===== config.mk =====
export PLATFORM = sky130hd
export DESIGN_NAME = ppdc_sqrt_cell
export DESIGN_NICKNAME = d
export VERILOG_FILES = /design/src/rtl/ppdc_pkg.sv /design/src/rtl/ppdc_sqrt_cell.sv
export SDC_FILE = /design/constraint.sdc
export NUM_CORES = 1
export LEC_CHECK = 0
export ABC_AREA = 1
export BUFFER_PORTS_ARGS = -buffer_cell sky130_fd_sc_hd__buf_2
export CELL_PAD_IN_SITES_DETAIL_PLACEMENT = 1
export CELL_PAD_IN_SITES_GLOBAL_PLACEMENT = 2
export CORE_AREA = 4 4 178 180
export CTS_CLUSTER_DIAMETER = 200
export DETAILED_ROUTE_END_ITERATION = 10
export DIE_AREA = 0 0 182 184
export PLACE_DENSITY_LB_ADDON = 0.25
export SYNTH_ARGS = -nofsm -noshare
export SYNTH_HDL_FRONTEND = slang
export SYNTH_SLANG_ARGS = --single-unit

===== constraint.sdc =====
create_clock -name clk -period 13.1 [get_ports clk]
set_input_delay 1.31 -clock clk [delete_from_list [all_inputs] [get_ports clk]]
set_output_delay 1.31 -clock clk [all_outputs]
set_load 0.05 [all_outputs]

===== src/rtl/ppdc_pkg.sv =====
// ----------------------------------------------------------------------------
// ppdc_pkg: shared types and constants of the pure pursuit drive command unit
// Fixed point widths, CORDIC angle table, register indexes and cell payloads.
// ----------------------------------------------------------------------------
package ppdc_pkg;

    // CORDIC vector and angle widths (2^-16 rad angles)
    localparam int CW = 31;
    localparam int ZW = 20;
    // body frame coordinate width, 1/4096 m
    localparam int LW = 18;
    // square root operand width and result width
    localparam int SW = 36;
    localparam int RW = 18;
    // divider numerator, quotient and shifted divisor widths
    localparam int NW = 43;
    localparam int QW = 18;
    localparam int DW = SW + QW;

    localparam int ROT_STEPS  = 16;
    localparam int SQRT_STEPS = SW / 2;

    localparam logic signed [ZW-1:0] EIGHTH    = 20'sd51472;
    localparam logic signed [ZW-1:0] QUARTER   = 20'sd102944;
    localparam logic signed [ZW-1:0] HALF_TURN = 20'sd205887;
    localparam logic signed [16:0]   PI_OUT    = 17'sd25736;
    localparam logic signed [16:0]   CORDIC_K  = 17'sd39797;
    localparam logic [RW-1:0]        LOOK_FLOOR = 18'd205;
    localparam logic signed [LW-1:0] AHEAD_MIN  = 18'sd82;
    localparam logic [12:0]          YAW_CEIL   = 13'd4096;

    localparam logic signed [ZW-1:0] ATAN_TAB [ROT_STEPS] = '{
        20'sd51472, 20'sd30386, 20'sd16055, 20'sd8150,
        20'sd4091,  20'sd2047,  20'sd1024,  20'sd512,
        20'sd256,   20'sd128,   20'sd64,    20'sd32,
        20'sd16,    20'sd8,     20'sd4,     20'sd2
    };

    // configuration register indexes
    localparam logic [2:0] REG_MAX_FWD   = 3'd0;
    localparam logic [2:0] REG_PURSUIT   = 3'd1;
    localparam logic [2:0] REG_MIN_SPEED = 3'd2;
    localparam logic [2:0] REG_YAW_GAIN  = 3'd3;
    localparam logic [2:0] REG_LAT_DB    = 3'd4;
    localparam logic [2:0] REG_CURV_DB   = 3'd5;
    localparam logic [2:0] REG_MAX_YAW   = 3'd6;

    typedef struct packed {
        logic signed [CW-1:0] x;
        logic signed [CW-1:0] y;
        logic signed [ZW-1:0] z;
    } cordic_t;

    typedef struct packed {
        logic [SW-1:0] v;
        logic [SW-1:0] r;
    } sqrt_t;

    typedef struct packed {
        logic [NW-1:0] rem;
        logic [SW-1:0] d;
        logic [QW-1:0] q;
    } div_t;

endpackage


===== src/rtl/ppdc_sqrt_cell.sv =====
// ----------------------------------------------------------------------------
// ppdc_sqrt_cell: one digit of a restoring integer square root
// Resolves one result bit per cell, trial bit given by its position.
// ----------------------------------------------------------------------------
module ppdc_sqrt_cell
    import ppdc_pkg::*;
(
    input  logic       clk,
    input  logic       en,
    input  logic [5:0] pos,
    input  sqrt_t      din,
    output sqrt_t      dout
);

    sqrt_t dout_reg;
    sqrt_t dout_next;
    logic [SW-1:0] bitv;
    logic [SW-1:0] trial;

    always_comb
    begin
        bitv  = SW'(1) << pos;
        trial = din.r + bitv;
        if (din.v >= trial)
        begin
            dout_next.v = din.v - trial;
            dout_next.r = (din.r >> 1) + bitv;
        end
        else
        begin
            dout_next.v = din.v;
            dout_next.r = din.r >> 1;
        end
    end

    always_ff @(posedge clk)
    begin
        if (en)
        begin
            dout_reg <= dout_next;
        end
    end

    assign dout = dout_reg;

endmodule


Word level (Yosys, flattened, before mapping)
Index checks and enable logic that the tools add are counted.

word-level totals
  bits of input ports = 80
  memories = 0
  latch bits = 0
  memory bits (writable) = 0
  flip-flop bits (word level) = 72
  bits in read-only memories = 0

cells by class
  bitwise logic cells = 0
  div/mod/pow operators = 0
  $add $sub $neg = 3
  shifts and indexed selects = 1
  multipliers = 0
  magnitude comparators = 1
  eq/ne operators = 0
  multiplexer cells = 1
  reduce and logical (&&, ||, !) cells = 0

operators with widths
  operator              count
  $mux 72               1
  $add 35x36->36        1
  $add 36x36->36        1
  $ge 36x36->1          1
  $shl 1x6->36 const A  1
  $sub 36x36->36        1

Depth between registers and ports, before layout
  depth in word-level cells = 4
  mapped depth = 33

Worst setup path after synthesis
No wires, ideal clock.

  path kind = in2reg
  start point = input port pos[4]
  end point = register dout_reg, in the netlist dout[10], data pin
  data required time = 12.840 ns
  path buffers = 4
  arrival = 5.183 ns
  stages on the path = 31
  slack = 7.657 ns
  cells stage by stage = nor2_2 > buf_4 > inv_2 > clkbuf_1 > nor2_1 > ha_1 > fa_1 > nand2_1 > inv_1 > o21ai_0 > nand2_1 > nand3_1 > nand2_2 > nand2_1 > nand2_2 > nand3_1 > nand2_1 > nand3b_1 > nand2_1 > nand2_1 > nand2_1 > ha_1 > nand2_1 > nor2_2 > inv_1 > nor4_2 > nand3_1 > nand4_1 > buf_4 > buf_2 > a21oi_1

RTL lines
  what                    line                  source
  start: declaration      ppdc_sqrt_cell.sv:10  input logic [5:0] pos,
  end signal: assignment  ppdc_sqrt_cell.sv:40  dout_reg <= dout_next;
  end: declaration        ppdc_sqrt_cell.sv:15  sqrt_t dout_reg;

==> reports/qor.yml <==
finish:
  antenna_cells: 0
  largest_reg_flops: 72
  drive_gt1_frac: 0.1314
  multi_input_area_sq_mm: 0.007143
  final-seq-area_sq_mm: 0.002162
  final_nets: 1903
  syn_to_final_growth_pct: 14.35
  fillCellCount: 4035
logic_synthesis:
  synthTopCellsByArea: "edfxtp_1 21%, nand2_1 14%, ha_1 12%"
  netlist_instances: 1584
  synth_async_sr_flop_share: 0
  synth_area_leader_cell: "edfxtp_1"
  synthMuxAreaShare: 0
  synth_flop_cell: "edfxtp_1"
  synth_warnings: 0
  synth-compound-area-share: 0.1679
  synth_fa_ha_area_frac: 0.1247
  synth-seq-area-share: 0.2138
  synth_simple_gate_area_frac: 0.3507
  syn-num-nets: 1763
  synth_top_area_share: 0.2138
  synth_top_family_by_area: "simple AND/OR/NAND/NOR gates"
  ys_ff_latch: 72
  netlist_area_sq_mm: 0.01011
  synth_edf_count: 72
  synth_most_common_cell: "nand2_1"
  ys_types: 45
  synth_area_per_cell_sq_um: 6.385
  synth-xor-area-share: 0.06235
  netlist_top_cells_count: "380 x nand2_1, 230 x nor2_1, 171 x inv_1, 161 x a21oi_1, 116 x nand3_1"
routing:
  met2_length_um: 20750
  antenna_left: 0
  vias_per_cell: 5.287
  via_count: 11230
  drc_errors: 0
  wl_per_cell_um: 19.75
  drt-met1-wl_um: 18440
  drt_iter0_markers: 571
  finalWirelength_um: 41940
  route.top_layer_used: "met4"
  firstDrtPassIters: 5
  met3WireLength_um: 1045
clocking:
  cts_tree: "done"
  cts_buffers: 9
  clockRootBuffer: "clkbuf_16"
  cts_buffer_depth: 2
  post_cts_buffers: 0
  cts.sinks: 72
  cts_max_level: 3
  hold_buffers: 0
  clk_pin_slew_ns: 0.06
  cts_resized: 0
placed_design:
  hpwl_um: 35970
  gp_congestion: 0.9010
  portBuffers: 151
  pre_cts_ws_ns: 6.418
timing:
  fin_crit_sh: 0.4842
  setup_ws_ns: 6.756
  min_period_ns: 6.344
  rsz0062_at_grt: "false"
  slew-limit-headroom: 0.3194
  hold_viol: 0
  drv_slew: 0
  worst_pin_slew_ns: 1.021
  tns_ns: 0
  finalSetupViolCount: 0
  fmax_mhz: 157.6
die:
  die_area_sq_mm: 0.03349
  fp-row-count: 64
  pin_count: 152
  core_sq_mm: 0.03019
  die_h_um: 184
  dieWidth_um: 182
  start_util: 0.3350
setup_path:
  worstPathRequired_ns: 13.33
  end_kind: "register"
  critical_path_class: "in2reg"
  crit_slowest_cell: "buf_4"
  critPathLaunchType: "primary input"
  critical_path_arrival_ns: 6.57
  path_common_cell: "nand2_1"
  critPathMaxFanout: 58
  max_stage_delay_ns: 0.55
  cp_cell_sequence: "buf_2 > nor2_2 > inv_2 > nor2_1 > ha_1 > a21oi_1 > o21ai_0 > a21oi_1 > nand2_1 > nand3b_1 > nand2_1 > nand2_1 > nand2_1 > ha_1 > nand2_1 > nor2_2 > inv_1 > nor4_2 > nand3_1 > nand4_1 > buf_4 > nand3_1 > nand2_1"
global_route:
  grt_pass1_vias: 12070
  grt_antenna_before_repair: 0
  gr-total-overflow: 0
  grt_pass1_wl_um: 64970
  grt_max_degree: 73
  track_usage: 0.2484
power:
  leakagePower_nw: 5.616
  ir_drop_mv: 0.05110
  pwr_density_cell_mw_per_mm2: 91.16
outcome:
  outcome: "finished, final reports clean"
flow_run:
  maxCapViolCount: 0
min_path:
  hold_path_class: "in2reg"
final timing paths:
check  depth (start not counted)       end    start
min                            3  dout[63]  din[63]
max                           23  dout[68]   pos[4]
layout make-up:
class                           count  share of cell area
Tap cell                          396             0.04284
Timing Repair Buffer              154             0.06751
Multi-Input combinational cell   1305              0.6177
Sequential cell                    72              0.1870
Clock inverter                      4            0.006167
Inverter                          182             0.05907
Clock buffer                       10             0.01980
cell usage in the layout, fill, tap and decap left out, types with 20 or more instances in the layout:
cell      Yosys  layout
nor2_1      230     230
a21oi_1     161     161
nand2_1     380     380
xor2_1       20      20
edfxtp_1     72      72
xnor2_1      52      52
buf_2        15     150
inv_1       171     171
o21ai_0      68      68
nand3_1     116     116
ha_1         96      96
per-layer routing:
| layer | GRT usage | vias up |
|---|---|---|
| li1 | - | 5617 |
| met2 | 0.4536 | 187 |
| met1 | 0.2976 | 5344 |
| met4 | 0.1021 | 0 |
| met5 | 0 | - |
| met3 | 0.02592 | 77 |
logic make-up (layout without fill, tap and decap cells):
group	after synthesis	after routing
AOI/OAI and AO/OA	305	305
and+or+nand+nor	829	829
adders and majority gates	99	99
xor gates and xnor gates	72	72
buffers and inverters	207	350
DFF	72	72
metrics by stage:
stage          area [sq um]  cells  total power [W]    util  hold slack (ns)
2_1_floorplan         10110   1584        0.0006504       -            1.423
3_3_place_gp          11260   2109        0.0007791  0.3731            1.638
3_5_place_dp          11260   2109        0.0007836  0.3731            1.650
4_1_cts               11560   2123         0.001064  0.3831            1.270
5_1_grt               11560   2123         0.001118  0.3831            1.281
6_report              11560   2123         0.001054  0.3831            1.278
power by group:
| group | internal (W) | switching [W] | leakage [nW] |
|---|---|---|---|
| Clock | 0.000164 | 0.000111 | 0.142 |
| Combinational | 0.000127 | 0.000345 | 4.77 |
| Sequential | 0.000299 | 0.00000821 | 0.705 |
critical path, delay by kind of cell:
family                     cells  cell delay, ns
and+or+nand+nor               14            2.63
AOI/OAI and AO/OA              3            0.80
adders and majority gates      2            0.77
buffers and inverters          4            1.01
No activity file was read; power rests on OpenSTA's default activity.
