## src/rtl/ppdc_pkg.sv

```systemverilog
// ----------------------------------------------------------------------------
// ppdc_pkg: shared types and constants of the pure pursuit drive command unit
// Fixed point widths, CORDIC angle table, register indexes and cell payloads.
// ----------------------------------------------------------------------------
package ppdc_pkg;

    // CORDIC vector and angle widths (2^-16 rad angles)
    localparam int CW = 31;
    localparam int ZW = 20;
    // body frame coordinate width, 1/4096 m
    localparam int LW = 18;
    // square root operand width and result width
    localparam int SW = 36;
    localparam int RW = 18;
    // divider numerator, quotient and shifted divisor widths
    localparam int NW = 43;
    localparam int QW = 18;
    localparam int DW = SW + QW;

    localparam int ROT_STEPS  = 16;
    localparam int SQRT_STEPS = SW / 2;

    localparam logic signed [ZW-1:0] EIGHTH    = 20'sd51472;
    localparam logic signed [ZW-1:0] QUARTER   = 20'sd102944;
    localparam logic signed [ZW-1:0] HALF_TURN = 20'sd205887;
    localparam logic signed [16:0]   PI_OUT    = 17'sd25736;
    localparam logic signed [16:0]   CORDIC_K  = 17'sd39797;
    localparam logic [RW-1:0]        LOOK_FLOOR = 18'd205;
    localparam logic signed [LW-1:0] AHEAD_MIN  = 18'sd82;
    localparam logic [12:0]          YAW_CEIL   = 13'd4096;

    localparam logic signed [ZW-1:0] ATAN_TAB [ROT_STEPS] = '{
        20'sd51472, 20'sd30386, 20'sd16055, 20'sd8150,
        20'sd4091,  20'sd2047,  20'sd1024,  20'sd512,
        20'sd256,   20'sd128,   20'sd64,    20'sd32,
        20'sd16,    20'sd8,     20'sd4,     20'sd2
    };

    // configuration register indexes
    localparam logic [2:0] REG_MAX_FWD   = 3'd0;
    localparam logic [2:0] REG_PURSUIT   = 3'd1;
    localparam logic [2:0] REG_MIN_SPEED = 3'd2;
    localparam logic [2:0] REG_YAW_GAIN  = 3'd3;
    localparam logic [2:0] REG_LAT_DB    = 3'd4;
    localparam logic [2:0] REG_CURV_DB   = 3'd5;
    localparam logic [2:0] REG_MAX_YAW   = 3'd6;

    typedef struct packed {
        logic signed [CW-1:0] x;
        logic signed [CW-1:0] y;
        logic signed [ZW-1:0] z;
    } cordic_t;

    typedef struct packed {
        logic [SW-1:0] v;
        logic [SW-1:0] r;
    } sqrt_t;

    typedef struct packed {
        logic [NW-1:0] rem;
        logic [SW-1:0] d;
        logic [QW-1:0] q;
    } div_t;

endpackage

```

## src/rtl/ppdc_cordic_cell.sv

```systemverilog
// ----------------------------------------------------------------------------
// ppdc_cordic_cell: one CORDIC micro-rotation step
// Rotation mode steers by the residual angle, vectoring mode by the sign of y.
// ----------------------------------------------------------------------------
module ppdc_cordic_cell
    import ppdc_pkg::*;
(
    input  logic       clk,
    input  logic       en,
    input  logic       vec,
    input  logic [3:0] step,
    input  cordic_t    din,
    output cordic_t    dout
);

    cordic_t dout_reg;
    cordic_t dout_next;
    logic signed [CW-1:0] xs;
    logic signed [CW-1:0] ys;
    logic ccw;

    always_comb
    begin
        xs  = din.x >>> step;
        ys  = din.y >>> step;
        ccw = vec ? !(din.y > 0) : (din.z >= 0);
        if (ccw)
        begin
            dout_next.x = din.x - ys;
            dout_next.y = din.y + xs;
            dout_next.z = din.z - ATAN_TAB[step];
        end
        else
        begin
            dout_next.x = din.x + ys;
            dout_next.y = din.y - xs;
            dout_next.z = din.z + ATAN_TAB[step];
        end
    end

    // advance with the chain
    always_ff @(posedge clk)
    begin
        if (en)
        begin
            dout_reg <= dout_next;
        end
    end

    assign dout = dout_reg;

endmodule

```

## config.mk

```make
export PLATFORM = sky130hd
export DESIGN_NAME = ppdc_cordic_cell
export DESIGN_NICKNAME = d
export VERILOG_FILES = /design/src/rtl/ppdc_pkg.sv /design/src/rtl/ppdc_cordic_cell.sv
export SDC_FILE = /design/constraint.sdc
export NUM_CORES = 1
export LEC_CHECK = 0
export BUFFER_PORTS_ARGS = -buffer_cell sky130_fd_sc_hd__buf_2
export CAP_MARGIN = 20
export CORE_MARGIN = 2
export CORE_UTILIZATION = 40
export DETAILED_ROUTE_END_ITERATION = 16
export GPL_TIMING_DRIVEN = 0
export PLACE_DENSITY = 0.63
export SETUP_SLACK_MARGIN = 0.5
export SLEW_MARGIN = 5
export SYNTH_ARGS = -nofsm -noshare
export SYNTH_HDL_FRONTEND = slang
export SYNTH_SLANG_ARGS = --single-unit
export TNS_END_PERCENT = 30
```

## constraint.sdc

```tcl
create_clock -name clk -period 7.55 [get_ports clk]
set_input_delay 0.3775 -clock clk [delete_from_list [all_inputs] [get_ports clk]]
set_output_delay 0.3775 -clock clk [all_outputs]
set_load 0.005 [all_outputs]
```

=== Word level (Yosys, flattened, before mapping) ===
Memories as Yosys holds them, arrays and structs flattened.
Cells that the tools add are included.

* Add/subtract/negate cells: 6
* Order comparisons: 3
* Shift operators: 2
* Multiplexer cells: 4
* Bitwise operators: 1
* Reduce and logical (&&, ||, !) cells: 1

{| class="wikitable"
|+ Operators by type and width
! operator !! count
|-
| two-way mux 82 bit || 1
|-
| adder 31 bit || 2
|-
| >>> shifter 31 x 4 -> 31 bit || 2
|-
| subtractor 31 bit || 2
|-
| two-way mux 20 bit || 2
|-
| > comparator 31 x 1 -> 1 bit (second input constant) || 1
|-
| adder 20 bit || 1
|-
| >= comparator 20 x 1 -> 1 bit (second input constant) || 1
|-
| subtractor 20 bit || 1
|-
| >= comparator 5 bit (second input constant) || 1
|-
| NOT 4 -> 5 bit || 1
|-
| logical NOT 1 bit || 1
|-
| two-way mux 1 bit || 1
|}

* Register bits after elaboration: 82
* Memory bits (read-only): 320
* Input bits: 89
* Output and inout bits: 82
* Word-level logic and storage cells: 21
* Memories: 1

{| class="wikitable"
|+ Memory list
! memory !! words !! bits a word !! read ports !! clocked after memory_dff !! write ports !! RTL line !! RTL
|-
| (name not given) || 16 || 20 || 1 || 0 || 0 || ppdc_cordic_cell.sv:37 || <nowiki>dout_next.z = din.z + ATAN_TAB[step];</nowiki>
|}

=== Logic depth before layout (Yosys ltp) ===
* Depth in word-level cells: 6
* Gate-level depth with buffers: 27
* Depth with buffers taken out: 21

=== Least setup slack after synthesis ===
No wires, ideal clock.

* Kind: input to register
* Start: in step[2]
* End: reg dout_reg, in the netlist dout[81] (data pin)
* Library setup time: 0.260 ns
* Arrival time: 5.699 ns
* Data required time: 7.290 ns
* Path slack: 1.592 ns
* Cell stages on the path: 23
* Buffers on the path: 7
* Cell sequence: clkbuf_1 > clkbuf_1 > buf_2 > buf_1 > clkbuf_1 > buf_1 > clkbuf_1 > o21a_1 > ha_1 > a21boi_0 > a32o_1 > nand2b_1 > or4b_4 > o21ai_1 > xnor2_1 > ha_1 > nor2b_1 > o21a_1 > o21ai_0 > o21ai_0 > or4_1 > a311o_1 > xnor2_1

{| class="wikitable"
|+ RTL lines
! element !! RTL line !! RTL
|-
| start, declared || ppdc_cordic_cell.sv:11 || <nowiki>input logic [3:0] step,</nowiki>
|-
| end signal, assigned || ppdc_cordic_cell.sv:46 || <nowiki>dout_reg <= dout_next;</nowiki>
|-
| end, declared || ppdc_cordic_cell.sv:16 || <nowiki>cordic_t dout_reg;</nowiki>
|}

==> flow_results.xml <==
<?xml version="1.0" encoding="UTF-8"?>
<metrics>
  <group name="clocking">
    <metric name="tritoncts.num_buffers" unit="">9</metric>
    <metric name="cts.reportedPaths.clkPinSlew" unit="ns">0.07</metric>
    <metric name="clock_path_buffers" unit="">2</metric>
    <metric name="cts_root_buf" unit="">sky130_fd_sc_hd__clkbuf_16</metric>
    <metric name="ctsHtreeMaxLevel" unit="">3</metric>
    <metric name="numClockSinks" unit="">82</metric>
    <metric name="cts_tree" unit="">done</metric>
    <metric name="cts_setup_buffers" unit="">0</metric>
  </group>
  <group name="die">
    <metric name="placeableCoreArea" unit="sq um">29700</metric>
    <metric name="start_util" unit="">0.407</metric>
    <metric name="die_width" unit="um">178</metric>
    <metric name="die_area" unit="sq um">31700</metric>
    <metric name="die_h" unit="um">178</metric>
    <metric name="floorplan.rows" unit="">63</metric>
    <metric name="pin_count" unit="">171</metric>
  </group>
  <group name="routing">
    <metric name="routed_wirelength" unit="mm">50.5</metric>
    <metric name="router_iterations_before_antenna_repair" unit="">5</metric>
    <metric name="wl_per_cell" unit="um">26.1</metric>
    <metric name="vias" unit="">12152</metric>
    <metric name="drt_drc_violations_left" unit="">0</metric>
    <metric name="drt_first_iter_violations" unit="">1050</metric>
    <metric name="avgViaCountPerCell" unit="">6.27</metric>
    <metric name="final_antenna_net_count" unit="">0</metric>
  </group>
  <group name="sta">
    <metric name="hold_viol" unit="">0</metric>
    <metric name="timing.final.crit_share" unit="">0.918</metric>
    <metric name="slew_headroom" unit="">0.148</metric>
    <metric name="final-setup-viol-count" unit="">0</metric>
    <metric name="timing.fmax" unit="MHz">144</metric>
    <metric name="maxSlewViolCount" unit="">0</metric>
    <metric name="grt_setup_unrepaired" unit="">true</metric>
    <metric name="timing.setup.tns" unit="ns">0</metric>
    <metric name="tightestPinTransition" unit="ns">1.28</metric>
    <metric name="crit_path_time_final" unit="ns">6.93</metric>
  </group>
  <group name="critical_path">
    <metric name="cpPeakStageDelay" unit="ns">0.60</metric>
    <metric name="worst-path-max-fanout" unit="">12</metric>
    <metric name="worst_setup_path_start_kind" unit="">input pin</metric>
    <metric name="critical_path_data_arrival_time" unit="ns">7.06</metric>
    <metric name="crit_top_cell" unit="">sky130_fd_sc_hd__buf_2</metric>
    <metric name="worstPathRequired" unit="ns">7.68</metric>
    <metric name="crit_type" unit="">in -&gt; reg</metric>
    <metric name="worstSetupEndpointType" unit="">flop</metric>
    <metric name="critPathSlowestCell" unit="">sky130_fd_sc_hd__or4b_4</metric>
  </group>
  <group name="place">
    <metric name="gpl.final_weighted_congestion" unit="">0.999</metric>
    <metric name="hpwlAfterDp" unit="mm">39.9</metric>
    <metric name="placed_cells" unit="">1921</metric>
    <metric name="io_buffers" unit="">168</metric>
  </group>
  <group name="global_routing">
    <metric name="overflow" unit="">0</metric>
    <metric name="grt_start_max_net_pins" unit="">52</metric>
    <metric name="global_route.usage.total" unit="">0.321</metric>
    <metric name="wire_length_of_the_first_global_routing_pass" unit="mm">74.6</metric>
    <metric name="number_of_antenna_violations_at_the_first_check_in_global_routing" unit="">2</metric>
    <metric name="first_global_vias" unit="">11908</metric>
  </group>
  <group name="pwr">
    <metric name="power.sequential.fraction" unit="">0.267</metric>
    <metric name="clkPwrFrac" unit="">0.172</metric>
    <metric name="power_report.internal_total" unit="mW">1.61</metric>
    <metric name="power.ir.vdd_worst" unit="V">0.000101</metric>
    <metric name="pwr_density_cell" unit="nW/um^2">197</metric>
    <metric name="design_power_total" unit="mW">2.73</metric>
    <metric name="power.switching_fraction" unit="">0.411</metric>
    <metric name="combPwrFrac" unit="">0.561</metric>
    <metric name="static-leakage-power" unit="nW">5.57</metric>
    <metric name="power.net_switching" unit="mW">1.12</metric>
  </group>
  <group name="finish">
    <metric name="final_cell_mix" unit="">sky130_fd_sc_hd__buf_2 (185), sky130_fd_sc_hd__nand2_1 (137), sky130_fd_sc_hd__nor2_1 (107), sky130_fd_sc_hd__a21oi_1 (101), sky130_fd_sc_hd__ha_1 (96)</metric>
    <metric name="largest_register_ff_count" unit="">82</metric>
    <metric name="layout.area.seq" unit="sq um">2460</metric>
    <metric name="multi_input_area" unit="sq um">9210</metric>
    <metric name="finish.cell_count_without_fillers" unit="">1939</metric>
    <metric name="filler_cell_count" unit="">2922</metric>
    <metric name="final_common_cell" unit="">sky130_fd_sc_hd__buf_2</metric>
    <metric name="drive_gt1_frac" unit="">0.221</metric>
    <metric name="utilization" unit="">0.466</metric>
    <metric name="area.growth.synth_to_final" unit="%">14.4</metric>
    <metric name="net_count_reported_at_finish" unit="">1731</metric>
  </group>
  <group name="run_status">
    <metric name="run_status" unit="">finished clean</metric>
  </group>
  <group name="synthesis">
    <metric name="instance_count_of_the_mapped_netlist" unit="">1361</metric>
    <metric name="synth_area_per_cell" unit="sq um">8.89</metric>
    <metric name="synth_sequential_area_ratio" unit="">0.204</metric>
    <metric name="synth_top_cells_by_area" unit="">sky130_fd_sc_hd__edfxtp_1 (20%), sky130_fd_sc_hd__mux4_2 (12%), sky130_fd_sc_hd__ha_1 (9.9%)</metric>
    <metric name="synth.largest_area_cell" unit="">sky130_fd_sc_hd__edfxtp_1</metric>
    <metric name="ys_warn_count" unit="">0</metric>
    <metric name="postSynthRegisterBits" unit="">82</metric>
    <metric name="synth_cell_type_count" unit="">85</metric>
    <metric name="syn-num-nets" unit="">1549</metric>
    <metric name="synth_top_area_share" unit="">0.204</metric>
    <metric name="netlist_area" unit="sq um">12100</metric>
    <metric name="number_of_enable_flip_flop_cells_after_synthesis" unit="">82</metric>
    <metric name="synthArstFlopShare" unit="">0</metric>
    <metric name="ys_dominant_reg_cell" unit="">sky130_fd_sc_hd__edfxtp_1</metric>
  </group>
  <group name="run">
    <metric name="drv_cap" unit="">0</metric>
  </group>
  <group name="min_path">
    <metric name="hp-class" unit="">in -&gt; reg</metric>
  </group>
</metrics>
## what timing repair did
item	in CTS	in global routing
pin swaps	0	1
hold endpoints to repair	0	0
hold buffers	0	0
resized for setup	25	25
setup endpoints to repair	35	13
## path summary, 6_finish.rpt
check             startpoint  slack, ns  cells after the start        to
setup / recovery     step[1]       0.62                     26  dout[81]
hold / removal        din[1]       0.40                      2   dout[1]
## through the flow
| stage | hold slack, ns | setup WS [ns] | area (sq um) |
|---|---|---|---|
| 4_1_cts | 0.400 | 0.508 | 13800 |
| 5_1_grt | 0.410 | 0.456 | 13800 |
| 3_3_place_gp | 0.754 | -1.34 | 13400 |
| 2_1_floorplan | 0.490 | 1.59 | 12100 |
| 6_report | 0.396 | 0.618 | 13800 |
| 3_5_place_dp | 0.768 | -1.33 | 13500 |
## synth_stat cells, types with 24 or more instances
library cell and number:
sky130_fd_sc_hd__nand3_1 25, sky130_fd_sc_hd__edfxtp_1 82, sky130_fd_sc_hd__xor2_1 58, sky130_fd_sc_hd__a21oi_1 101, sky130_fd_sc_hd__nand2_1 137, sky130_fd_sc_hd__xnor2_1 81
sky130_fd_sc_hd__o21ai_0 91, sky130_fd_sc_hd__nand2b_1 24, sky130_fd_sc_hd__ha_1 96, sky130_fd_sc_hd__mux2i_1 39, sky130_fd_sc_hd__mux2_2 28, sky130_fd_sc_hd__mux4_2 66
sky130_fd_sc_hd__nor2_1 108, sky130_fd_sc_hd__clkbuf_1 26, sky130_fd_sc_hd__inv_1 37
## power groups by stage
stage / clock (mW) / sequential, mW / combinational [mW]
2_1_floorplan: 0 / 0.765 / 0.976
3_3_place_gp: 0 / 0.739 / 1.47
3_5_place_dp: 0 / 0.741 / 1.49
4_1_cts: 0.483 / 0.732 / 1.51
5_1_grt: 0.498 / 0.742 / 1.68
6_report: 0.469 / 0.729 / 1.53
## cells by family after synthesis
logic type      count (synthesis)  share of synthesized area
compound gates                378                      0.199
simple gates                  423                      0.169
xor+xnor                      139                      0.101
mux                           138                      0.187
fa+ha+maj                      99                      0.104
flops                          82                      0.204
buf+inv                       102                     0.0369
## layer usage
layer	up-vias	track usage	wire, um
li1	5515	-	-
met4	0	0.135	2240
met3	117	0.0752	4660
met1	5903	0.426	21600
met5	-	0.0176	0
met2	617	0.498	22000
## worst max-delay path, delay by kind of cell
kind / cells / cell delay [ns]
xor gates and xnor gates: 2 / 0.22
adders and majority gates: 2 / 0.58
and+or+nand+nor: 6 / 1.54
AOI/OAI and AO/OA: 9 / 1.91
buffers and inverters: 7 / 2.40
## area by class of cell
cell class / count / area share
Sequential cell: 82 / 0.178
Multi-Input combinational cell: 1177 / 0.665
Antenna cell: 1 / 0.000181
Inverter: 38 / 0.0103
Buffer: 64 / 0.0258
Tap cell: 390 / 0.0352
Clock buffer: 11 / 0.0168
Timing Repair Buffer: 171 / 0.0638
Clock inverter: 5 / 0.00461
(Power assumes the default switching activity.)
