===== src/rtl/ppdc_pkg.sv =====
// ----------------------------------------------------------------------------
// ppdc_pkg: shared types and constants of the pure pursuit drive command unit
// Fixed point widths, CORDIC angle table, register indexes and cell payloads.
// ----------------------------------------------------------------------------
package ppdc_pkg;

    // CORDIC vector and angle widths (2^-16 rad angles)
    localparam int CW = 31;
    localparam int ZW = 20;
    // body frame coordinate width, 1/4096 m
    localparam int LW = 18;
    // square root operand width and result width
    localparam int SW = 36;
    localparam int RW = 18;
    // divider numerator, quotient and shifted divisor widths
    localparam int NW = 43;
    localparam int QW = 18;
    localparam int DW = SW + QW;

    localparam int ROT_STEPS  = 16;
    localparam int SQRT_STEPS = SW / 2;

    localparam logic signed [ZW-1:0] EIGHTH    = 20'sd51472;
    localparam logic signed [ZW-1:0] QUARTER   = 20'sd102944;
    localparam logic signed [ZW-1:0] HALF_TURN = 20'sd205887;
    localparam logic signed [16:0]   PI_OUT    = 17'sd25736;
    localparam logic signed [16:0]   CORDIC_K  = 17'sd39797;
    localparam logic [RW-1:0]        LOOK_FLOOR = 18'd205;
    localparam logic signed [LW-1:0] AHEAD_MIN  = 18'sd82;
    localparam logic [12:0]          YAW_CEIL   = 13'd4096;

    localparam logic signed [ZW-1:0] ATAN_TAB [ROT_STEPS] = '{
        20'sd51472, 20'sd30386, 20'sd16055, 20'sd8150,
        20'sd4091,  20'sd2047,  20'sd1024,  20'sd512,
        20'sd256,   20'sd128,   20'sd64,    20'sd32,
        20'sd16,    20'sd8,     20'sd4,     20'sd2
    };

    // configuration register indexes
    localparam logic [2:0] REG_MAX_FWD   = 3'd0;
    localparam logic [2:0] REG_PURSUIT   = 3'd1;
    localparam logic [2:0] REG_MIN_SPEED = 3'd2;
    localparam logic [2:0] REG_YAW_GAIN  = 3'd3;
    localparam logic [2:0] REG_LAT_DB    = 3'd4;
    localparam logic [2:0] REG_CURV_DB   = 3'd5;
    localparam logic [2:0] REG_MAX_YAW   = 3'd6;

    typedef struct packed {
        logic signed [CW-1:0] x;
        logic signed [CW-1:0] y;
        logic signed [ZW-1:0] z;
    } cordic_t;

    typedef struct packed {
        logic [SW-1:0] v;
        logic [SW-1:0] r;
    } sqrt_t;

    typedef struct packed {
        logic [NW-1:0] rem;
        logic [SW-1:0] d;
        logic [QW-1:0] q;
    } div_t;

endpackage


===== src/rtl/ppdc_div_cell.sv =====
// ----------------------------------------------------------------------------
// ppdc_div_cell: one quotient bit of a restoring divider
// Subtracts the divisor shifted to this cell's bit when it fits.
// ----------------------------------------------------------------------------
module ppdc_div_cell
    import ppdc_pkg::*;
(
    input  logic       clk,
    input  logic       en,
    input  logic [4:0] pos,
    input  div_t       din,
    output div_t       dout
);

    div_t dout_reg;
    div_t dout_next;
    logic [DW-1:0] dd;

    always_comb
    begin
        dd        = DW'(din.d) << pos;
        dout_next = din;
        if (DW'(din.rem) >= dd)
        begin
            dout_next.rem = din.rem - dd[NW-1:0];
            dout_next.q   = din.q | (QW'(1) << pos);
        end
    end

    always_ff @(posedge clk)
    begin
        if (en)
        begin
            dout_reg <= dout_next;
        end
    end

    assign dout = dout_reg;

endmodule


===== config.mk =====
export PLATFORM = sky130hd
export DESIGN_NAME = ppdc_div_cell
export DESIGN_NICKNAME = d
export VERILOG_FILES = /design/src/rtl/ppdc_pkg.sv /design/src/rtl/ppdc_div_cell.sv
export SDC_FILE = /design/constraint.sdc
export NUM_CORES = 1
export LEC_CHECK = 0
export ABC_CLOCK_PERIOD_IN_PS = 8950
export BUFFER_PORTS_ARGS = -buffer_cell sky130_fd_sc_hd__buf_2
export CAP_MARGIN = 5
export CORE_ASPECT_RATIO = 0.9
export CORE_MARGIN = 2
export CORE_UTILIZATION = 52
export DETAILED_ROUTE_END_ITERATION = 7
export PLACE_DENSITY = 0.78
export SYNTH_ARGS = -nofsm -noshare
export SYNTH_HDL_FRONTEND = slang
export SYNTH_SLANG_ARGS = --single-unit

===== constraint.sdc =====
create_clock -name clk -period 8.95 [get_ports clk]
set_input_delay 1.79 -clock clk [delete_from_list [all_inputs] [get_ports clk]]
set_output_delay 1.79 -clock clk [all_outputs]
set_load 0.005 [all_outputs]

Yosys cells after proc, flatten, opt, wreduce, memory -nomap -nowiden
Index checks and enable logic that the tools add are counted.
{"block": "op_classes", "add_sub_neg": 1, "n_lt_le_gt_ge": 1, "shift": 2, "muxes": 2, "n_bitwise": 1}
{"cell": "$ge 43x54->1", "count": 1}
{"cell": "$shl 36x5->54", "count": 1}
{"cell": "$mux 43", "count": 1}
{"cell": "$sub 43x43->43", "count": 1}
{"cell": "$mux 18", "count": 1}
{"cell": "$or 18x18->18", "count": 1}
{"cell": "$shl 1x5->18 const A", "count": 1}
{"block": "word_totals", "register_bits": 97, "inputBits": 104, "word_cells": 10}

Logic depth before layout (Yosys ltp)
Gate-level depths: netlist (run 1).
{"block": "logic_depth", "ltp_word": 3, "ltp_mapped": 26, "ltp_nobuf": 18}

Worst setup path after synthesis (run 1)
No wires, ideal clock.
{"block": "synth_timing", "kind": "input to register", "start": "input port pos[0]", "end": "register dout_reg, in the netlist dout[93], data pin", "arrival_time_ps": 6145, "path_slack_ps": 2545, "stages": 24, "n_path_buf": 7, "cell_sequence": "buf_6 > buf_6 > buf_4 > buf_6 > buf_4 > buf_1 > mux2i_1 > nand2_1 > o21ai_0 > o21ai_0 > nor2_1 > a21oi_1 > nand2_1 > ha_1 > clkbuf_1 > nand3_1 > nor4_1 > nand4_1 > o21a_1 > a41o_1 > o41ai_1 > o221ai_1 > xnor2_1 > mux2_2"}
{"element": "from (decl)", "line": "ppdc_div_cell.sv:10", "text": "input logic [4:0] pos,"}
{"element": "to (signal assigned)", "line": "ppdc_div_cell.sv:34", "text": "dout_reg <= dout_next;"}
{"element": "to (decl)", "line": "ppdc_div_cell.sv:15", "text": "div_t dout_reg;"}

==> results, run 1 <==
- The cell with the most instances on the worst path is sky130_fd_sc_hd__nand2_1.
- The flow ran to the end, and the final reports show no timing, DRC or antenna violations.
- The number of global-route vias before repair is between 6000 and 7000.
- The number of placement rows is 43.
- Clock tree synthesis inserted a total of 9 buffers.
- The portion of the post-synthesis area used by sequential elements is 0.350.
- The aggregate global routing overflow is 0.
- In the final routed layout, each cell accounts on average for ~19 um.
- The antenna cell count is 0.
- Of all flip-flops after synthesis, the portion carrying an async set or reset was 0.
- Across all hold checks on the routed design, the worst slack comes to between 1500 and 2000 ps.
- Measured along the x axis, the die boundary spans between 100 and 150 um.
- The number of antenna violations at the first check in global routing came to 0.
- For the pin with the worst max-slew slack, the measured transition is around 1000 ps.
- The post-layout net count is approximately 1200.
- The final worst-path cycle share is 0.792.
- The TritonCTS sink count is 97.
- The critical path in this run is classified as primary input to flop.
- Pin placement for this block handled roughly 200 I/O pins.
- Counting the fill cells in the layout gives approximately 1300.
- Port buffering added 200 buffers.
- The cell at the root of the clock tree is sky130_fd_sc_hd__clkbuf_16.
- Leaving out fill and tap cells, the most frequent cell in the layout is sky130_fd_sc_hd__buf_2.
- The element type at the critical path start is a primary input.
- Across the run, the number of max-cap violations was 0.
- When the netlist entered floorplanning its net count stood at just over 1000.
- The first global-routing pass estimated between 30 and 40 mm of wire.
- The aggregate routed wire length is between 20 and 25 mm.
- The dominant synthesized flop cell is sky130_fd_sc_hd__edfxtp_1.
- The average size of a mapped cell is 9.58 um2.
- The cell count after synthesis came out at 870.
- The worst path needs just over 7000 ps of the cycle, external delays included.
- The CTS tree is done.
- The data arrival time of the critical path is just over 7000 ps.
- Traced cell by cell, the critical path runs through buf_2 -> inv_1 -> a21oi_1 -> nand2_1 -> nand2_1 -> nor2_1 -> a21oi_1 -> nand2_1 -> ha_1 -> and3_1 -> a2111oi_0 -> o221ai_1 -> nor3_1 -> o21ai_1 -> a31o_2 -> o211ai_2 -> a22oi_4 -> buf_4 -> mux2_1.
- The library cell contributing the largest single delay on the critical path is sky130_fd_sc_hd__buf_2.
- The remaining antenna violation count after routing is 0.
- The area growth from synthesis to layout is 15.6%.
- The endpoint with the worst hold slack is dout[31]$_DFFE_PP_.
- The clock tree buffer depth is 2.
- The starting utilization of the core area is 0.536.
- The number of buffers inserted by post-CTS setup repair is 0.
- Leaving out fill and tap cells, the most frequent cells in the layout are sky130_fd_sc_hd__buf_2 (199), sky130_fd_sc_hd__nand2_1 (97), sky130_fd_sc_hd__edfxtp_1 (97).
- On the worst path, the slowest cell contributes a delay of 650 ps.
- The synthesized design contains between 90 and 100 register bits.
- The register with the most flip-flops in the layout has 97 of them.
- The total of warnings raised by yosys is 0.
- Counting both buffers and inverters, the worst setup path holds a total of 3.
- At the end of routability-driven placement, the weighted congestion stood at around 0.95.
- The count of unresolved DRC violations after routing is 0.
- The headroom to the max-slew limit is 0.306.
- The largest fanout of any net on the critical path is 60.
- The critical path capture point type is a flop.
- Setup repair after global routing left no endpoint under its margin.
- The leakage power figure is 4.13 nW.
- For this block, the initial DRC count from the detailed router was about 870.
- STA puts the critical path data required time at about 9000 ps.
- The height of the chip is 124 um.
- The cell family contributing the most delay on the critical path is compound AO/OA/AOI/OAI gates.
- In this run, synthesis inferred between 90 and 100 flip-flops with an integrated enable.
- The via-per-instance ratio is 6.09.
- The peak supply drop is between 100 and 150 uV.
- The fraction of layout instances using a drive strength above 1 is 0.288.
- The number of pins with negative max-slew slack in the final report is 0.
- The unique cell type count in the Yosys netlist is a little over 60.
- The first detailed-routing pass took 8 iterations.
- The setup-violating endpoint count in the final report is 0.
- The total negative slack for setup checks is 0 ps.
- The number of hold buffers added after CTS is 0.
- Counting instances, the worst hold path has a depth of 1.
- The core outline area is around 16000 um2.
- Once detailed placement completed, the half-perimeter wirelength came to ~18 mm.
- In this run the worst hold path is classified as primary input to flop.
- The startpoint of the most critical hold path is din[31].
- The final-report hold violation count is 0.
- Entering global routing, the biggest net connects about 60 pins.
- For this run, the top clock speed supported by timing is ~0.14 GHz.
- Clock-pin slew was measured on the worst setup and hold paths at 70 ps.
- The level count of the clock H-tree is 3.
- The detailed-route via count is between 7000 and 8000.
- The post-cts gate resize count is 0.
- The power density relative to cell area is about 160 nW/um2.
- The critical path starts at pos[1].
- The cell area that synthesis handed to floorplanning was 8330 um2.
- The die covers around 17000 um2.
- In the global route stage, overall resource usage came out at 0.274.
## per-stage QoR
step | setup slack (ps) | utilization | instances | cell area, um2 | power, mW
after floorplan | 2540 | - | 870 | 8330 | 0.968
after global placement | 1750 | 0.599 | 1216 | 9320 | 1.14
after detailed placement | 1620 | 0.599 | 1216 | 9320 | 1.14
after CTS | 2000 | 0.619 | 1232 | 9630 | 1.56
after global routing | 1480 | 0.619 | 1232 | 9630 | 1.65
final | 1860 | 0.619 | 1232 | 9630 | 1.56
## cells in the mapped netlist (7+ instances only)
cell type                  number  area, um2
sky130_fd_sc_hd__edfxtp_1      97       2910
sky130_fd_sc_hd__nand2_1       97        364
sky130_fd_sc_hd__a21oi_1       89        445
sky130_fd_sc_hd__nor2_1        55        206
sky130_fd_sc_hd__o21ai_0       53        265
sky130_fd_sc_hd__mux2_2        52        586
sky130_fd_sc_hd__ha_1          44        551
sky130_fd_sc_hd__mux2i_1       41        410
sky130_fd_sc_hd__a21o_1        35        263
sky130_fd_sc_hd__clkbuf_1      35        131
sky130_fd_sc_hd__xnor2_1       22        193
sky130_fd_sc_hd__xor2_1        19        166
sky130_fd_sc_hd__nand3_1       14       70.1
sky130_fd_sc_hd__a41o_1        13        130
sky130_fd_sc_hd__inv_1         13       48.8
sky130_fd_sc_hd__nor3_1        13       65.1
sky130_fd_sc_hd__nand2b_1      12       75.1
sky130_fd_sc_hd__mux4_2        11        248
sky130_fd_sc_hd__nand4_1       11       68.8
sky130_fd_sc_hd__a211oi_1      10       75.1
sky130_fd_sc_hd__a31o_2         9       78.8
sky130_fd_sc_hd__buf_1          9       33.8
sky130_fd_sc_hd__nor2b_1        9       56.3
sky130_fd_sc_hd__buf_6          8       90.1
sky130_fd_sc_hd__mux2_1         8       90.1
sky130_fd_sc_hd__a221oi_1       7       61.3
sky130_fd_sc_hd__and2_1         7       43.8
sky130_fd_sc_hd__o21bai_1       7       52.6
## layout make-up
class,instances,area [um2],area share
clock inverters,7,90.1,0.00935
multi-input cells,699,5060,0.526
well taps,202,253,0.0262
repair buffers,204,1030,0.107
flip-flops and latches,97,2910,0.302
inverters,14,52.6,0.00546
clock buffers,9,225,0.0234
## power breakdown
group	internal (mW)	switching (mW)	total, mW	leakage [nW]
clock network	0.225	0.190	0.415	0.156
registers	0.552	0.0110	0.563	0.949
logic	0.246	0.336	0.583	3.02
total	1.02	0.537	1.56	4.13
## cells by family after synthesis
group | count (synthesis) | synth area share
compound gates | 264 | 0.205
xor+xnor | 41 | 0.0431
fa+ha+maj | 45 | 0.0685
buf+inv | 74 | 0.0426
flops | 97 | 0.350
mux | 113 | 0.162
simple gates | 236 | 0.129
## how the worst max path moves through the flow
| stage | end | depth (start not counted) |
|---|---|---|
| 2_1_floorplan | dout[93]$_DFFE_PP_ | 24 |
| 3_3_place_gp | dout[55]$_DFFE_PP_ | 15 |
| 3_5_place_dp | dout[66]$_DFFE_PP_ | 19 |
| 4_1_cts | dout[66]$_DFFE_PP_ | 19 |
| 5_1_grt | dout[91]$_DFFE_PP_ | 19 |
| 6_report | dout[60]$_DFFE_PP_ | 19 |
## per-layer routing
| metal | wire length (um) | global-route usage | vias to the layer above |
|---|---|---|---|
| met1 | 10200 | 0.378 | 3504 |
| li1 | - | - | 3607 |
| met5 | 0 | 0 | - |
| met3 | 2050 | 0.0521 | 37 |
| met2 | 10700 | 0.445 | 354 |
| met4 | 408 | 0.0735 | 0 |
No activity file was read; power rests on OpenSTA's default activity.
==> inputs of run 2 (changes only) <==
- ABC_AREA: default -> 1
- ABC_CLOCK_PERIOD_IN_PS: 8950 -> 7100
- PLACE_DENSITY: 0.78 -> 0.77
- clock period: 8.95 -> 7.1 ns (I/O delays scaled with it)
==> results, run 2 <==
- The flip-flop count of the largest register, all copies and words added came to 97 (unchanged).
- The cell with the most instances on the worst path is sky130_fd_sc_hd__nand2_1.
- The average size of a mapped cell is 6.55 um2 (-32%).
- The path type of the worst min-delay path is primary input to flop.
- The starting utilization of the core area came to 0.525 (-0.0111).
- The fraction of layout instances using a drive strength above 1 is 0.153 (-0.135).
- The number of search-and-repair iterations in the first detailed-routing pass is 7 (-1).
- In the synthesized netlist, the cells that appear most often are sky130_fd_sc_hd__nand2_1 (474), sky130_fd_sc_hd__nand3_1 (222), sky130_fd_sc_hd__inv_1 (130), sky130_fd_sc_hd__nor2_1 (126), sky130_fd_sc_hd__edfxtp_1 (97).
- The most crowded layer after global routing is met1.
- The met1 track demand over resource in global routing came to 0.533 (+0.155).
- The async set-reset flop share out of synthesis came to 0 (unchanged).
- The area of the mapped netlist is 9150 um2 (+9.8%).
- The element type at the critical path start is a primary input.
- The final total power was 2.02 mW (+29%).
- The clock tree buffer depth was 2 (unchanged).
- The post-layout net count is 1715 (+46%).
- The footprint of the flip-flops and latches is 2910 um2 (unchanged).
- The number of global-route vias before repair was 9021 (+33%).
- The die outline area is 18700 um2 (+9.5%).
- The core outline area was 17400 um2 (+12%).
- Among all flip-flop cells after synthesis, the most frequent one is sky130_fd_sc_hd__edfxtp_1.
- The total of warnings raised by yosys was 0 (unchanged).
- The leakage power figure came to 5.17 nW (+25%).
- The peak supply drop is 120 uV (+9.5%).
- The per-cell routed wire length is 18.9 um (-0.27%).
- The CTS tree is done.
- The number of buffers inserted by post-CTS setup repair came to 0 (unchanged).
- In the finished design, the share of the clock period the worst path needs comes to 0.789.
- The first-pass GRT wire length is 50.8 mm (+41%).
- The headroom to the max-slew limit came to 0.358 (+0.0520).
- Leaving out fill and tap cells, the most frequent cell in the layout is sky130_fd_sc_hd__nand2_1.
- The global router's overall resource usage came to 0.363 (+0.0883).
- The net count after synthesis is 1547 (+52%).
- The transition at the pin with the smallest max-transition slack is 962 ps (-79.0 ps).
- The tree is rooted in a sky130_fd_sc_hd__clkbuf_16.
- The level count of the clock H-tree came to 3 (unchanged).
- The number of antenna violations at the first check in global routing came to 0 (unchanged).
- The height of the chip is 130 um (+4.6%).
- The DRC violation total after the first TritonRoute iteration is 1149 (+31%).
- The largest fanout of any net on the critical path was 40 (-33%).
- The run finished with clean final reports.
- The aggregate routed wire length came to 34.3 mm (+47%).
- The clock buffer count from CTS is 9 (unchanged).
- The area growth from synthesis to layout is 15.3%.
- By area the synthesized netlist is led by sky130_fd_sc_hd__edfxtp_1 (32%), sky130_fd_sc_hd__nand2_1 (19%), sky130_fd_sc_hd__nand3_1 (12%), sky130_fd_sc_hd__ha_1 (6.0%), sky130_fd_sc_hd__inv_1 (5.3%).
- The top-level I/O count is 201 (unchanged).
- The number of pins with negative max-slew slack in the final report was 0 (unchanged).
- The portion of the post-synthesis area used by sequential elements was 0.318 (-0.0313).
- Counting I/O delays and the setup requirement, the final critical path takes around 5600 ps.
- Leaving out fill and tap cells, the most frequent cells in the layout are sky130_fd_sc_hd__nand2_1 (474), sky130_fd_sc_hd__nand3_1 (222), sky130_fd_sc_hd__buf_2 (199).
- The aggregate global routing overflow is 0 (unchanged).
- The power density relative to cell area was 191 nW/um2 (+18%).
- The footprint of the multi-input gates is 5420 um2 (+7.0%).
- The detailed-route via count came to 10405 (+39%).
- The TritonCTS sink count came to 97 (unchanged).
- The slowest stage of the critical path belongs to the cell sky130_fd_sc_hd__a31oi_1.
- The combined buffer and inverter count along the critical path is 4 (+1).
- The number of buffer cells added on primary ports is 200 (unchanged).
- The fraction of met2 tracks used by global routing was 0.518 (+0.0729).
- The final cell utilization of the core is 0.605 (-0.0145).
- The count of unresolved DRC violations after routing is 0 (unchanged).
- The synthesized instance count is 1398 (+61%).
- The unique cell type count in the Yosys netlist is 38 (-39%).
- The highest clock rate is 0.178 GHz.
- The final-report hold violation count is 0 (unchanged).
- The largest area contributor in the synthesized netlist is sky130_fd_sc_hd__edfxtp_1.
- The post-cts gate resize count is 0 (unchanged).
- The category of the most critical setup path is primary input to flop.
- The number of placement rows was 46 (+7.0%).
- The clock-pin slew on the worst setup and hold paths is 80 ps (about the same).
- Setup repair after global routing left no endpoint under its margin.
- The required time of the critical path came to 7330 ps (-1730 ps).
- The number of max-capacitance violations reported was 0 (unchanged).
- In this design, the largest share of critical-path delay is due to simple AND/OR/NAND/NOR gates.
- The antenna cell count is 0 (unchanged).
- The total negative slack for setup checks is 0 ps (unchanged).
- The total of flip-flops plus latches after synthesis is 97 (unchanged).
- The setup-violating endpoint count in the final report is 0 (unchanged).
- The peak per-stage delay on the critical path came to 540 ps (-110 ps).
- The most frequent cell after synthesis is sky130_fd_sc_hd__nand2_1.
- The detailed placement HPWL is 28.0 mm (+56%).
- The count of filler cells inserted in the layout is 1692 (+26%).
- The final weighted congestion of routability-driven global placement is 1.03 (+8.9%).
- The die boundary width was 144 um (+4.7%).
- The remaining antenna violation count after routing is 0 (unchanged).
- The met3 track utilization from global routing is 0.106 (+0.0543).
- The via-per-instance ratio is 5.75 (-5.6%).
- The number of enable-type register cells in the synthesized netlist is 97 (unchanged).
- The pin count of the biggest net entering global routing is 59 (-3.3%).
- The number of hold buffers added after CTS is 0 (unchanged).
- The data arrival time of the critical path was 5840 ps (-1360 ps).
- The fraction of synthesized cell area taken by the top area cell type is 0.318 (-0.0313).
- The worst setup path is captured at a flop.
run 2: cell types whose count changed in the layout (fill, tap and decap cells not counted), moves of 10 or more:
cell | before | now
sky130_fd_sc_hd__nand2_1 | 97 | 474
sky130_fd_sc_hd__nand3_1 | 14 | 222
sky130_fd_sc_hd__inv_1 | 13 | 130
sky130_fd_sc_hd__nor2_1 | 55 | 126
sky130_fd_sc_hd__mux2_2 | 52 | 0
sky130_fd_sc_hd__mux2i_1 | 41 | 4
sky130_fd_sc_hd__a21oi_1 | 89 | 56
sky130_fd_sc_hd__a21o_1 | 35 | 5
sky130_fd_sc_hd__o21ai_0 | 53 | 77
sky130_fd_sc_hd__xnor2_1 | 22 | 6
sky130_fd_sc_hd__a41o_1 | 13 | 0
sky130_fd_sc_hd__nand2b_1 | 12 | 0
sky130_fd_sc_hd__mux4_2 | 11 | 0
sky130_fd_sc_hd__a211oi_1 | 10 | 0
run 2: per-stage QoR:
| step | hold WS [ps] | std cells | area (um2) | setup WS (ps) |
|---|---|---|---|---|
| final | 1270 | 1811 | 10600 | 1500 |
| after global routing | 1260 | 1811 | 10600 | 1270 |
| after floorplan | 1520 | 1398 | 9150 | 2390 |
| after CTS | 1250 | 1811 | 10600 | 1740 |
| after global placement | 1630 | 1795 | 10200 | 1420 |
| after detailed placement | 1630 | 1795 | 10200 | 1370 |
run 2: cell type report:
cell class              count  area share
clock buffers               9      0.0213
clock inverters             7     0.00830
inverters                 136      0.0484
multi-input cells        1110       0.514
flip-flops and latches     97       0.276
well taps                 240      0.0285
repair buffers            212       0.104
run 2: path summary, 6_finish.rpt:
check | start | end | slack [ps] | cells after the start
min | din[34] | dout[34]$_DFFE_PP_ | 1270 | 1
max | pos[0] | dout[91]$_DFFE_PP_ | 1500 | 25
run 2: where the power goes:
part / internal [mW] / total [mW] / switching, mW / leakage [nW]
registers: 0.685 / 0.697 / 0.0118 / 0.949
clock network: 0.281 / 0.530 / 0.249 / 0.151
logic: 0.254 / 0.793 / 0.538 / 4.07
run 2: cells by family after synthesis:
logic type,share of synthesized area
AOI/OAI and AO/OA,0.107
xor gates and xnor gates,0.0297
adders and majority gates,0.0623
buffers and inverters,0.0895
DFF,0.318
muxes,0.00437
and+or+nand+nor,0.389
run 2: per-layer routing:
metal / share of wire / up-vias / routed length, um
met3: 0.12 / 63 / 4140
met1: 0.45 / 4735 / 15300
met5: 0 / - / 0
li1: - / 4998 / -
met4: 0.023 / 0 / 797
met2: 0.41 / 609 / 14000
